### src/rtl/core/bwm_pkg.sv
// Shared types and constants for the breakpoint and watchpoint matcher.
package bwm_pkg;

	// Request codes carried on the action field
	typedef enum logic [2:0] {
		ACT_ADD_ADDR = 3'd0,
		ACT_ADD_OP   = 3'd1,
		ACT_ADD_MEM  = 3'd2,
		ACT_CHK_ADDR = 3'd3,
		ACT_CHK_OP   = 3'd4,
		ACT_CHK_MEM  = 3'd5
	} action_t;

	// Hit kind codes; also used to name which table a scan walks
	typedef enum logic [1:0] {
		KIND_NONE = 2'd0,
		KIND_ADDR = 2'd1,
		KIND_OP   = 2'd2,
		KIND_MEM  = 2'd3
	} kind_t;

	typedef enum logic [1:0] {
		ST_IDLE,
		ST_SCAN,
		ST_DRAIN,
		ST_RESULT
	} state_t;

	// Widest table entry: watchpoint {value, value_valid, write, read, address}
	localparam int unsigned ADDR_W  = 16;
	localparam int unsigned DATA_W  = 8;
	localparam int unsigned ENTRY_W = ADDR_W + 3 + DATA_W;

endpackage

### src/rtl/core/breakpoint_watchpoint_matcher.sv
// Breakpoint and watchpoint matcher: one shared table memory and a scan sequencer.
//
//   channel  direction  handshake             payload
//   -------  ---------  --------------------  ------------------------------------------
//   in       input      in_valid / in_ready   action, address, opcode, cb_prefix,
//                                             is_read, is_write, value_valid, data_value
//   out      output     out_valid / out_ready hit, hit_kind, table_full
//
// An add request is accepted and its result registered in the idle state, then
// moved to the output register. A check request scans the entries in use in its
// table, one memory read per entry through the single read port.
// One request is in flight at a time; in_ready is high only in the idle state.
// The result sits in an output register, so a new request may be accepted
// while the previous result still waits for out_ready.
// Reset clears the entry counts and control state; table contents are not
// cleared, since only entries below a count are ever read.
module breakpoint_watchpoint_matcher #(
	parameter int unsigned ADDR_SLOTS  = 16,
	parameter int unsigned OP_SLOTS    = 16,
	parameter int unsigned WATCH_SLOTS = 16
) (
	input  logic                        clk,
	input  logic                        arst_n,
	// request channel
	input  logic                        in_valid,
	output logic                        in_ready,
	input  logic [2:0]                  action,
	input  logic [bwm_pkg::ADDR_W-1:0]  address,
	input  logic [7:0]                  opcode,
	input  logic                        cb_prefix,
	input  logic                        is_read,
	input  logic                        is_write,
	input  logic                        value_valid,
	input  logic [bwm_pkg::DATA_W-1:0]  data_value,
	// result channel
	output logic                        out_valid,
	input  logic                        out_ready,
	output logic                        hit,
	output logic [1:0]                  hit_kind,
	output logic                        table_full
);
	import bwm_pkg::*;

	// All three tables share one memory, laid out back to back
	localparam int unsigned TOTAL  = ADDR_SLOTS + OP_SLOTS + WATCH_SLOTS;
	localparam int unsigned MEM_AW = $clog2(TOTAL);
	localparam int unsigned ACW    = $clog2(ADDR_SLOTS + 1);
	localparam int unsigned OCW    = $clog2(OP_SLOTS + 1);
	localparam int unsigned WCW    = $clog2(WATCH_SLOTS + 1);

	localparam logic [MEM_AW-1:0] ADDR_BASE  = '0;
	localparam logic [MEM_AW-1:0] OP_BASE    = MEM_AW'(ADDR_SLOTS);
	localparam logic [MEM_AW-1:0] WATCH_BASE = MEM_AW'(ADDR_SLOTS + OP_SLOTS);

	localparam logic [ACW-1:0] ADDR_FULL  = ACW'(ADDR_SLOTS);
	localparam logic [OCW-1:0] OP_FULL    = OCW'(OP_SLOTS);
	localparam logic [WCW-1:0] WATCH_FULL = WCW'(WATCH_SLOTS);

	// table storage, single write port, single registered read port
	logic [ENTRY_W-1:0] mem [TOTAL];

	state_t state_q, state_d;

	logic [ACW-1:0] addr_cnt_q;
	logic [OCW-1:0] op_cnt_q;
	logic [WCW-1:0] watch_cnt_q;

	// latched check request
	kind_t               req_kind_q;
	logic [ADDR_W-1:0]   req_addr_q;
	logic [8:0]          req_op_q;
	logic                req_rd_q;
	logic                req_wr_q;
	logic                req_vv_q;
	logic [DATA_W-1:0]   req_val_q;

	// scan sequencer
	logic [MEM_AW-1:0]   base_q;
	logic [MEM_AW-1:0]   idx_q;
	logic [MEM_AW:0]     scan_cnt_q;
	logic                hit_acc_q;
	logic                rd_vld_s1;
	logic [ENTRY_W-1:0]  rd_data_s1;

	// finished result waiting for the output register
	logic                res_hit_q;
	kind_t               res_kind_q;
	logic                res_full_q;

	// output register
	logic                out_valid_q;
	logic                hit_q;
	kind_t               hit_kind_q;
	logic                table_full_q;

	// control from the state machine
	logic                mem_we;
	logic [MEM_AW-1:0]   mem_waddr;
	logic [ENTRY_W-1:0]  mem_wdata;
	logic                addr_inc, op_inc, watch_inc;
	logic                scan_start;
	kind_t               scan_kind;
	logic [MEM_AW-1:0]   scan_base;
	logic [MEM_AW:0]     scan_cnt;
	logic                issue;
	logic [MEM_AW-1:0]   rd_addr;
	logic                res_load;
	logic                res_hit;
	kind_t               res_kind;
	logic                res_full;
	logic                out_load;
	logic                entry_match;
	logic                last_issue;

	// compare of the entry read last cycle against the latched request
	always_comb begin
		logic w_addr_eq, w_dir, w_val_ok;
		w_addr_eq = rd_data_s1[ADDR_W-1:0] == req_addr_q;
		w_dir = (req_rd_q & rd_data_s1[ADDR_W]) | (req_wr_q & rd_data_s1[ADDR_W+1]);
		w_val_ok = !(req_vv_q & rd_data_s1[ADDR_W+2]) ||
			(rd_data_s1[ENTRY_W-1 -: DATA_W] == req_val_q);
		unique case (req_kind_q)
			KIND_ADDR: entry_match = w_addr_eq;
			KIND_OP:   entry_match = rd_data_s1[8:0] == req_op_q;
			KIND_MEM:  entry_match = w_addr_eq & w_dir & w_val_ok;
			default:   entry_match = 1'b0;
		endcase
	end

	assign rd_addr    = base_q + idx_q;
	assign last_issue = ((MEM_AW+1)'(idx_q) + 1'b1) == scan_cnt_q;

	// next state and control
	always_comb begin
		state_d    = state_q;
		in_ready   = 1'b0;
		mem_we     = 1'b0;
		mem_waddr  = '0;
		mem_wdata  = '0;
		addr_inc   = 1'b0;
		op_inc     = 1'b0;
		watch_inc  = 1'b0;
		scan_start = 1'b0;
		scan_kind  = KIND_NONE;
		scan_base  = ADDR_BASE;
		scan_cnt   = '0;
		issue      = 1'b0;
		res_load   = 1'b0;
		res_hit    = 1'b0;
		res_kind   = KIND_NONE;
		res_full   = 1'b0;
		out_load   = 1'b0;

		unique case (state_q)
			ST_IDLE: begin
				in_ready = 1'b1;
				if (in_valid) begin
					res_load = 1'b1;
					state_d  = ST_RESULT;
					unique case (action_t'(action))
						ACT_ADD_ADDR: begin
							if (addr_cnt_q != ADDR_FULL) begin
								mem_we    = 1'b1;
								mem_waddr = ADDR_BASE + MEM_AW'(addr_cnt_q);
								mem_wdata = ENTRY_W'(address);
								addr_inc  = 1'b1;
							end else begin
								res_full = 1'b1;
							end
						end
						ACT_ADD_OP: begin
							if (op_cnt_q != OP_FULL) begin
								mem_we    = 1'b1;
								mem_waddr = OP_BASE + MEM_AW'(op_cnt_q);
								mem_wdata = ENTRY_W'({cb_prefix, opcode});
								op_inc    = 1'b1;
							end else begin
								res_full = 1'b1;
							end
						end
						ACT_ADD_MEM: begin
							if (watch_cnt_q != WATCH_FULL) begin
								mem_we    = 1'b1;
								mem_waddr = WATCH_BASE + MEM_AW'(watch_cnt_q);
								mem_wdata = {data_value, value_valid, is_write, is_read, address};
								watch_inc = 1'b1;
							end else begin
								res_full = 1'b1;
							end
						end
						ACT_CHK_ADDR: begin
							scan_kind = KIND_ADDR;
							scan_base = ADDR_BASE;
							scan_cnt  = (MEM_AW+1)'(addr_cnt_q);
						end
						ACT_CHK_OP: begin
							scan_kind = KIND_OP;
							scan_base = OP_BASE;
							scan_cnt  = (MEM_AW+1)'(op_cnt_q);
						end
						ACT_CHK_MEM: begin
							scan_kind = KIND_MEM;
							scan_base = WATCH_BASE;
							scan_cnt  = (MEM_AW+1)'(watch_cnt_q);
						end
						default: ;
					endcase
					// a check against an empty table reports a miss at once
					if (scan_kind != KIND_NONE && scan_cnt != '0) begin
						res_load   = 1'b0;
						scan_start = 1'b1;
						state_d    = ST_SCAN;
					end
				end
			end
			ST_SCAN: begin
				issue = 1'b1;
				if (last_issue) begin
					state_d = ST_DRAIN;
				end
			end
			ST_DRAIN: begin
				// last entry's data is in rd_data_s1 this cycle
				res_load = 1'b1;
				res_hit  = hit_acc_q | entry_match;
				res_kind = res_hit ? req_kind_q : KIND_NONE;
				state_d  = ST_RESULT;
			end
			ST_RESULT: begin
				if (!out_valid_q || out_ready) begin
					out_load = 1'b1;
					state_d  = ST_IDLE;
				end
			end
			default: state_d = ST_IDLE;
		endcase
	end

	// Writes happen only in idle and reads only while scanning, so the
	// state machine keeps the two ports from touching the same entry at once.
	always_ff @(posedge clk) begin
		if (mem_we) begin
			mem[mem_waddr] <= mem_wdata;
		end
		if (issue) begin
			rd_data_s1 <= mem[rd_addr];
		end
	end

	always_ff @(posedge clk or negedge arst_n) begin
		if (!arst_n) begin
			state_q <= ST_IDLE;
		end else begin
			state_q <= state_d;
		end
	end

	// entry counts
	always_ff @(posedge clk or negedge arst_n) begin
		if (!arst_n) begin
			addr_cnt_q  <= '0;
			op_cnt_q    <= '0;
			watch_cnt_q <= '0;
		end else begin
			if (addr_inc)  addr_cnt_q  <= addr_cnt_q + 1'b1;
			if (op_inc)    op_cnt_q    <= op_cnt_q + 1'b1;
			if (watch_inc) watch_cnt_q <= watch_cnt_q + 1'b1;
		end
	end

	// scan control
	always_ff @(posedge clk or negedge arst_n) begin
		if (!arst_n) begin
			rd_vld_s1  <= 1'b0;
			idx_q      <= '0;
			hit_acc_q  <= 1'b0;
			req_kind_q <= KIND_NONE;
		end else begin
			rd_vld_s1 <= issue;
			if (scan_start) begin
				idx_q      <= '0;
				hit_acc_q  <= 1'b0;
				req_kind_q <= scan_kind;
			end else begin
				if (issue) idx_q <= idx_q + 1'b1;
				if (rd_vld_s1 && entry_match) hit_acc_q <= 1'b1;
			end
		end
	end

	// request payload for the scan, the finished result and the output register
	always_ff @(posedge clk) begin
		if (scan_start) begin
			base_q     <= scan_base;
			scan_cnt_q <= scan_cnt;
			req_addr_q <= address;
			req_op_q   <= {cb_prefix, opcode};
			req_rd_q   <= is_read;
			req_wr_q   <= is_write;
			req_vv_q   <= value_valid;
			req_val_q  <= data_value;
		end
		if (res_load) begin
			res_hit_q  <= res_hit;
			res_kind_q <= res_kind;
			res_full_q <= res_full;
		end
		if (out_load) begin
			hit_q        <= res_hit_q;
			hit_kind_q   <= res_kind_q;
			table_full_q <= res_full_q;
		end
	end

	always_ff @(posedge clk or negedge arst_n) begin
		if (!arst_n) begin
			out_valid_q <= 1'b0;
		end else if (out_load) begin
			out_valid_q <= 1'b1;
		end else if (out_ready) begin
			out_valid_q <= 1'b0;
		end
	end

	assign out_valid  = out_valid_q;
	assign hit        = hit_q;
	assign hit_kind   = hit_kind_q;
	assign table_full = table_full_q;

endmodule

### config.mk
export PLATFORM = sky130hd
export DESIGN_NAME = breakpoint_watchpoint_matcher
export DESIGN_NICKNAME = d
export VERILOG_FILES = /design/src/rtl/core/bwm_pkg.sv /design/src/rtl/core/breakpoint_watchpoint_matcher.sv
export SDC_FILE = /design/constraint.sdc
export NUM_CORES = 1
export LEC_CHECK = 0
export BUFFER_PORTS_ARGS = -buffer_cell sky130_fd_sc_hd__buf_2
export CAP_MARGIN = 0
export CORE_UTILIZATION = 40
export CTS_BUF_LIST = sky130_fd_sc_hd__clkbuf_16
export DETAILED_ROUTE_END_ITERATION = 16
export HOLD_SLACK_MARGIN = 0.02
export SYNTH_ARGS = -nofsm -noshare
export SYNTH_HDL_FRONTEND = slang
export SYNTH_SLANG_ARGS = --single-unit
### constraint.sdc
create_clock -name clk -period 4 [get_ports clk]
set_input_delay 0.2 -clock clk [delete_from_list [all_inputs] [get_ports clk]]
set_output_delay 0.2 -clock clk [all_outputs]
set_load 0.01 [all_outputs]
==> results of run 1 <==
==> final cells by class <==
class	count	area (sq um)	share of cell area (%)
inverters	13	48.8	0.0780
repair buffers	267	2260	3.62
clock inverters	110	769	1.23
flip-flops and latches	1402	42000	67.1
multi-input cells	847	11700	18.7
clock buffers	142	3550	5.68
well taps	1768	2210	3.54
diodes	1	2.50	0.00400
==> Yosys cell counts (2+ instances only) <==
master / n
a31o_2: 3
nor3_1: 6
a211oi_1: 4
nor2_1: 80
buf_6: 3
xor2_1: 18
or3b_2: 2
o21bai_1: 2
nor4_1: 29
a22oi_1: 11
nand2_1: 21
o2bb2ai_1: 2
nand4bb_1: 2
and4b_1: 7
buf_2: 34
dfrtp_1: 28
mux2i_1: 7
xnor2_1: 40
buf_4: 7
nor3b_1: 3
and3_1: 15
a221o_1: 2
nand4_1: 13
inv_1: 13
nor2b_1: 5
edfxtp_1: 1374
o21ai_0: 5
mux4_2: 351
ha_1: 12
nand2b_1: 2
or3_1: 2
nand3_1: 17
a21oi_1: 4
a31oi_1: 5
a221oi_2: 2
nor4bb_1: 2
and2_1: 16
nand3b_1: 3
mux2_2: 27
o22ai_1: 110
buf_1: 11
clkbuf_1: 65
==> what timing repair did <==
item,in CTS,in global routing
hold endpoints to repair,73,0
gates resized for setup,0,0
hold buffers,41,0
==> power by group <==
part | total (mW) | leakage (nW) | switching (mW) | internal, mW
Sequential | 17.2 | 12.8 | 0.601 | 16.6
Combinational | 11.3 | 4.54 | 5.90 | 5.36
Clock | 12.5 | 2.27 | 5.54 | 6.93
Total | 40.9 | 19.6 | 12.0 | 28.9
==> cell families after synthesis <==
logic type | after synthesis
XOR/XNOR | 58
buffers and inverters | 133
AO/OA/AOI/OAI | 160
adder cells (fa/ha/maj) | 12
flip-flops | 1402
multiplexers | 386
AND/OR/NAND/NOR | 231
==> layer usage <==
metal | global-route usage (%) | wire [microns] | vias to the layer above
met5 | 0 | 0 | -
met4 | 7.76 | 5120 | 0
met3 | 3.29 | 9850 | 240
met2 | 35.4 | 72600 | 1188
met1 | 28.2 | 55700 | 14400
li1 | - | - | 10700
==> layout by cell type (no fill, tap or decap), types with 13 or more instances in the layout <==
cell	instances
xor2_1	18
o22ai_1	110
nor4_1	29
nor2_1	23
xnor2_1	39
nand4_1	13
inv_1	52
buf_4	156
nand2_1	21
dfrtp_1	24
buf_2	48
mux2_2	27
clkbuf_16	142
buf_12	22
nand3_1	17
dlygate4sd3_1	41
clkinv_2	24
clkinv_1	25
edfxtp_1	1374
mux4_2	351
nor2_4	49
==> state kept, by name, summed over array words and instances (netlist names), 5 cells and up <==
register and cells:
req_val_q 8, watch_cnt_q 5, req_addr_q 16, idx_q 6, addr_cnt_q 5, op_cnt_q 5, mem 1296, rd_data_s1 27
scan_cnt_q 5, req_op_q 9
==> final timing paths <==
kind / from / endpoint / slack (ns) / depth (start not counted)
setup / recovery: idx_q[4] / rd_data_s1[14] / 0.58 / 7
hold / removal: arst_n / out_valid / 0.03 / 2
setup reg to reg: idx_q[4] / rd_data_s1[14] / 0.58 / 7
hold reg to reg: res_full_q / table_full / 0.42 / 0
max in group asynchronous: arst_n / idx_q[1] / 3.42 / 2
min in group clk: action[2] / scan_cnt_q[3] / 0.15 / 4
==> through the flow <==
| stage | worst slack [ns] | cells | hold WS, ns | cell area [sq um] |
|---|---|---|---|---|
| floorplan | 0.498 | 2382 | -0.0956 | 53800 |
| detailed placement | 0.586 | 4256 | 0.286 | 57800 |
| global placement | 0.602 | 4256 | 0.279 | 57800 |
| CTS | 0.578 | 4549 | 0.0342 | 62500 |
| finish | 0.578 | 4550 | 0.0344 | 62500 |
| global route | 0.451 | 4549 | 0.102 | 62500 |
==> worst register-to-register path, stage by stage, from the launching register on <==
cell      delay, ns
dfrtp_1        0.43
ha_1           0.44
nand3b_1       0.75
buf_4          0.51
o22ai_1        0.53
nor4_1         0.11
buf_4          0.16
mux2_2         0.25
==> out/qor.txt, run 1 <==
Max-slew headroom = 17.3%
Max Freq = 292 MHz
Clock transition at path regs = 0.06 ns
Row count = 134
Synth Area per Inst = 22.6 sq um
Crit path max-delay cell type = nand3b_1
Prevailing post-synth register cell = edfxtp_1
HPWL Detailed = 85.9 mm
Synth Cell Area = 53800 sq um
Worst Path Arrival = 3.95 ns
Clk buf depth = 3
Largest area contributor in the netlist = edfxtp_1
Port-buffer cells = 48
PD cells = 654 nW/um^2
Startpoint types = flip-flop
Crit-path cells = ha_1 > nand3b_1 > buf_4 > o22ai_1 > nor4_1 > buf_4 > mux2_2
Yosys warns = 0
GP Congestion = 0.866
Setup CP Type = reg2reg
First-pass DRT Iterations = 5
Clock Skew = 0.0237 ns
Synth cell types = 59
Fin. Hold Viols = 0
Unrepaired setup endpoints after global routing = false
Max cap viols = 0
Post-route setup TNS = 0 ns
Adder-cell share of the synthesized area = 0.279%
CP top delay family = simple AND/OR/NAND/NOR gates
Wire length per cell = 31.5 microns
Flops & latches, synth = 1402
Initial Utilization = 40.3%
Layout filler cell count = 10900
Synth Area in XOR/XNOR = 0.944%
Post-synthesis instance total = 2382
CTS Sinks = 1402
Mux contribution to synthesized area = 15.4%
Worst slew pin tran = 1.24 ns
Largest family of logic cells by synthesized area = multiplexers
Synth Area in Compound Gates = 2.04%
Syn nets = 2437
Critical path buffer and inverter count = 2
Die H = 369 microns
Slew Limit Fails = 0
Nets@finish = 2725
Pleak = 19.6 nW
Most used cell, CP = buf_4
Vias in the first global route = 26700
Setup violators final = 0
Initial antenna violation count = 4
Worst VDD drop = 0.455 mV
Global route total overflow = 0
Crit-path max FO = 16
Post-Route Utilization = 46.9%
Largest cells by area after synthesis = edfxtp_1, mux4_2, dfrtp_1
Worst EP required = 4.53 ns
Horiz. Die Dim = 369 microns
Post-DRT Antenna Nets = 0
TritonCTS clock tree = built
Global-route wire length before repair = 203 mm
Number of CTS-inserted buffers = 139
Max stage delay on crit path = 0.75 ns
I/O pin total = 49
Largest net degree at the start of global routing = 92
H-tree levels = 4
Worst skew pair latency = 0.78 ns
Worst hold path class = in2async
DRC = 0
Routed WL = 143 mm
Area growth, synth to finish = 16.2%
Outcome = finished clean
Share of layout cells above drive strength 1 = 31.9%
Root Buffer = clkbuf_16
Via-per-instance ratio = 5.84
Initial DRC Count = 3325
Yosys top cell area share = 76.6%
Synth async-reset ratio = 2.00%
Final period util = 85.5%
Tmin final = 3.42 ns
Crit end category = flip-flop
Core box area = 133000 sq um
Pwr Total = 40.9 mW
Die area = 136000 sq um
Number of synthesized flops with an enable pin = 1374
Post-synthesis simple-gate area fraction = 2.29%
Via count = 26600
Gr usage total = 21.2%
Seq/Total Area, Yosys = 77.9%
Post-CTS Setup Repair Bufs = 0
(Power assumes the default switching activity.)
==> run 2: changes to the inputs <==
--- a/config.mk
+++ b/config.mk
@@ -5,8 +5,10 @@
 export SDC_FILE = /design/constraint.sdc
 export NUM_CORES = 1
 export LEC_CHECK = 0
-export BUFFER_PORTS_ARGS = -buffer_cell sky130_fd_sc_hd__buf_2
+export ABC_AREA = 1
+export BUFFER_PORTS_ARGS = -buffer_cell sky130_fd_sc_hd__buf_4
 export CAP_MARGIN = 0
+export CORE_ASPECT_RATIO = 0.7
 export CORE_UTILIZATION = 40
 export CTS_BUF_LIST = sky130_fd_sc_hd__clkbuf_16
 export DETAILED_ROUTE_END_ITERATION = 16
==> run 2 against run 1 <==
Effect of this change: global-route usage is 2.2 points higher; synthesized cell count grew 89%; first-iteration DRC count grew 72%; worst setup slack worse by 0.11 ns; routed wire length rose by 17%; sequential share of layout area decreased by 2.3 points; utilization is 0.21 points lower; clock skew increased by 0.0058 ns; non-clock buffer count decreased by 5; maximum frequency fell by 3.0%; largest cell class unchanged.
==> out/qor.txt, run 2 <==
R2R setup slack = 0.47 ns (-0.11 ns)
Vias in the first global route = 33800 (+26%)
HPWL Detailed = 102 mm (+18%)
Flops & latches, synth = 1402 (unchanged)
Fin. Hold Viols = 0 (unchanged)
Most common cell after layout, fill and taps aside = edfxtp_1
Synth Cell Area = 56200 sq um (+4.4%)
Worst skew pair latency = 0.77 ns (about the same)
CTS Hold Bufs = 46 (+12%)
Crit-path max FO = 18 (+2)
Max cap viols = 0 (unchanged)
Clk buf depth = 3 (unchanged)
Post-route setup TNS = 0 ns (unchanged)
Worst slew pin tran = 1.05 ns (-0.191 ns)
Area growth, synth to finish = 15.2%
Routed WL = 168 mm (+17%)
Post-synthesis instance total = 4495 (+89%)
Area of the multi-input gates = 13200 sq um (+13%)
Initial antenna violation count = 6 (+2)
Global route total overflow = 0 (unchanged)
Number of CTS-inserted buffers = 134 (-3.6%)
Setup CP Type = reg2reg
Global-route wire length before repair = 242 mm (+19%)
Unrepaired setup endpoints after global routing = false
Setup violators final = 0 (unchanged)
Crit end category = flip-flop
Largest cells by area after synthesis = edfxtp_1, o21ai_0, nor2_1
DRC = 0 (unchanged)
CTS Sinks = 1402 (unchanged)
Largest regs = mem (1296), rd_data_s1 (27), req_addr_q (16)
TritonCTS clock tree = built
Root Buffer = clkbuf_16
Post-cts sizing count = 0 (unchanged)
Worst EP required = 4.44 ns (-0.09 ns)
Final period util = 88.2% (+2.7 points)
Worst Path Arrival = 3.97 ns (+0.02 ns)
Clock transition at path regs = 0.07 ns (about the same)
Prevailing post-synth register cell = edfxtp_1
Worst VDD drop = 0.450 mV (-0.98%)
Slew Limit Fails = 0 (unchanged)
Post-CTS Setup Repair Bufs = 0 (unchanged)
Nets@finish = 4662 (+71%)
Met1 usage = 36.8% (+8.6 points)
Worst hold path class = in2reg
Pwr Total = 42.5 mW (+3.8%)
First-pass DRT Iterations = 6 (+1)
Largest net degree at the start of global routing = 137 (+49%)
Clock Skew = 0.0295 ns (+0.00576 ns)
Horiz. Die Dim = 450 microns (+22%)
Wire length per cell = 25.6 microns (-19%)
H-tree levels = 4 (unchanged)
Largest area contributor in the netlist = edfxtp_1
Die H = 316 microns (-14%)
Max-slew headroom = 30.2% (+13 points)
Register area = 42000 sq um (about the same)
Synth cell types = 37 (-37%)
Largest register by flop count = mem
Outcome = finished clean
Die area = 142000 sq um (+4.4%)
Synth async-reset ratio = 2.00% (unchanged)
PD cells = 656 nW/um^2 (+0.25%)
Syn nets = 4550 (+87%)
Initial DRC Count = 5725 (+72%)
Gr usage total = 23.5% (+2.2 points)
I/O pin total = 49 (unchanged)
Largest register FFs = 1296 (unchanged)
Row count = 114 (-15%)
GR met3 Demand/Resource = 6.89% (+3.6 points)
Synth Area per Inst = 12.5 sq um (-45%)
Startpoint types = flip-flop
GR peak layer = met1
Layout filler cell count = 12200 (+12%)
Most numerous cell in the Yosys netlist = edfxtp_1
Post-DRT Antenna Nets = 0 (unchanged)
Via count = 37200 (+40%)
Final setup margin = 0.471 ns (-0.107 ns)
Commonest cells after routing, fill and taps aside = edfxtp_1, nor2_1, o21ai_0
Pleak = 21.9 nW (+12%)
Synth top cells by count = edfxtp_1, nor2_1, o21ai_0
Post-place setup slack = 0.615 ns (+0.0285 ns)
Yosys top cell area share = 73.4% (-3.2 points)
Via-per-instance ratio = 5.66 (-3.0%)
Number of synthesized flops with an enable pin = 1374 (unchanged)
GP Congestion = 0.938 (+8.3%)
Met2 Use GR = 31.1% (-4.3 points)
Share of layout cells above drive strength 1 = 10.7% (-21 points)
Initial Utilization = 40.5% (+0.17 points)
Tmin final = 3.53 ns (+0.107 ns)
Seq/Total Area, Yosys = 74.6% (-3.3 points)
Core box area = 139000 sq um (+4.0%)
Port-buffer cells = 48 (unchanged)
Yosys warns = 0 (unchanged)
Max Freq = 283 MHz (-3.0%)
[run 2: cell types whose count changed in the layout (fill, tap and decap cells not counted), sizes merged, moves of 62 or more]
cell	change
inv	+83
mux4	-351
nand2	+588
nand3	+202
nor2	+645
o211ai	+62
o21ai	+691
o22ai	+132
[run 2: cells by family (layout without fill, tap and decap cells)]
group	count (synthesis)	after routing	synth area share [%]
xor gates and xnor gates	32	32	0.512
buffers and inverters	395	611	2.82
adders and majority gates	12	12	0.267
other	0	1	0
AOI/OAI and AO/OA	1072	1072	10.5
DFF	1402	1402	74.6
and+or+nand+nor	1582	1582	11.3
[run 2: worst max-delay path: stages (launching register included)]
cell,delay (ns)
dfrtp_1,0.42
inv_1,0.14
ha_1,0.16
nand2_1,0.06
nor2_1,0.21
nand2_1,0.12
nand2_2,0.21
nand2_1,0.14
o21ai_0,0.30
nand2_1,0.38
buf_4,0.31
nor2_4,0.32
buf_4,0.38
[run 2: final timing paths]
| path | startpoint | to | depth (start not counted) |
|---|---|---|---|
| setup reg to reg | watch_cnt_q[1] | mem[15][4] | 12 |
| setup / recovery | watch_cnt_q[1] | mem[15][4] | 12 |
| max in group asynchronous | arst_n | idx_q[3] | 4 |
| min in group asynchronous | arst_n | idx_q[1] | 4 |
| hold / removal | address[2] | req_addr_q[2] | 2 |
| hold reg to reg | res_hit_q | hit | 0 |
[run 2: through the flow]
| step | std cells | hold slack, ns | instance area (sq um) | utilization [%] |
|---|---|---|---|---|
| after floorplan | 4495 | -0.0956 | 56200 | - |
| after global placement | 6281 | 0.158 | 60100 | 43.3 |
| after detailed placement | 6281 | 0.160 | 60100 | 43.3 |
| after CTS | 6567 | 0.130 | 64700 | 46.6 |
| after global routing | 6567 | 0.159 | 64700 | 46.6 |
| final | 6568 | 0.175 | 64700 | 46.6 |
[run 2: area by class of cell]
| type | count | share of cell area (%) |
|---|---|---|
| inverters | 109 | 0.665 |
| repair buffers | 262 | 4.06 |
| clock buffers | 136 | 5.26 |
| clock inverters | 104 | 1.23 |
| flip-flops and latches | 1402 | 64.8 |
| well taps | 1856 | 3.59 |
| diodes | 1 | 0.00387 |
| multi-input cells | 2698 | 20.4 |
[run 2: per-layer routing]
layer / vias up / wire, microns
met5: - / 0
met4: 0 / 3850
met3: 217 / 21200
met2: 2023 / 67700
met1: 18400 / 75700
li1: 16600 / -
[run 2: report_power, final]
group          internal [mW]  leakage [nW]  switching [mW]
logic                   3.39          6.80            9.70
clock network           6.84          2.18            5.54
registers               16.5          12.9           0.484
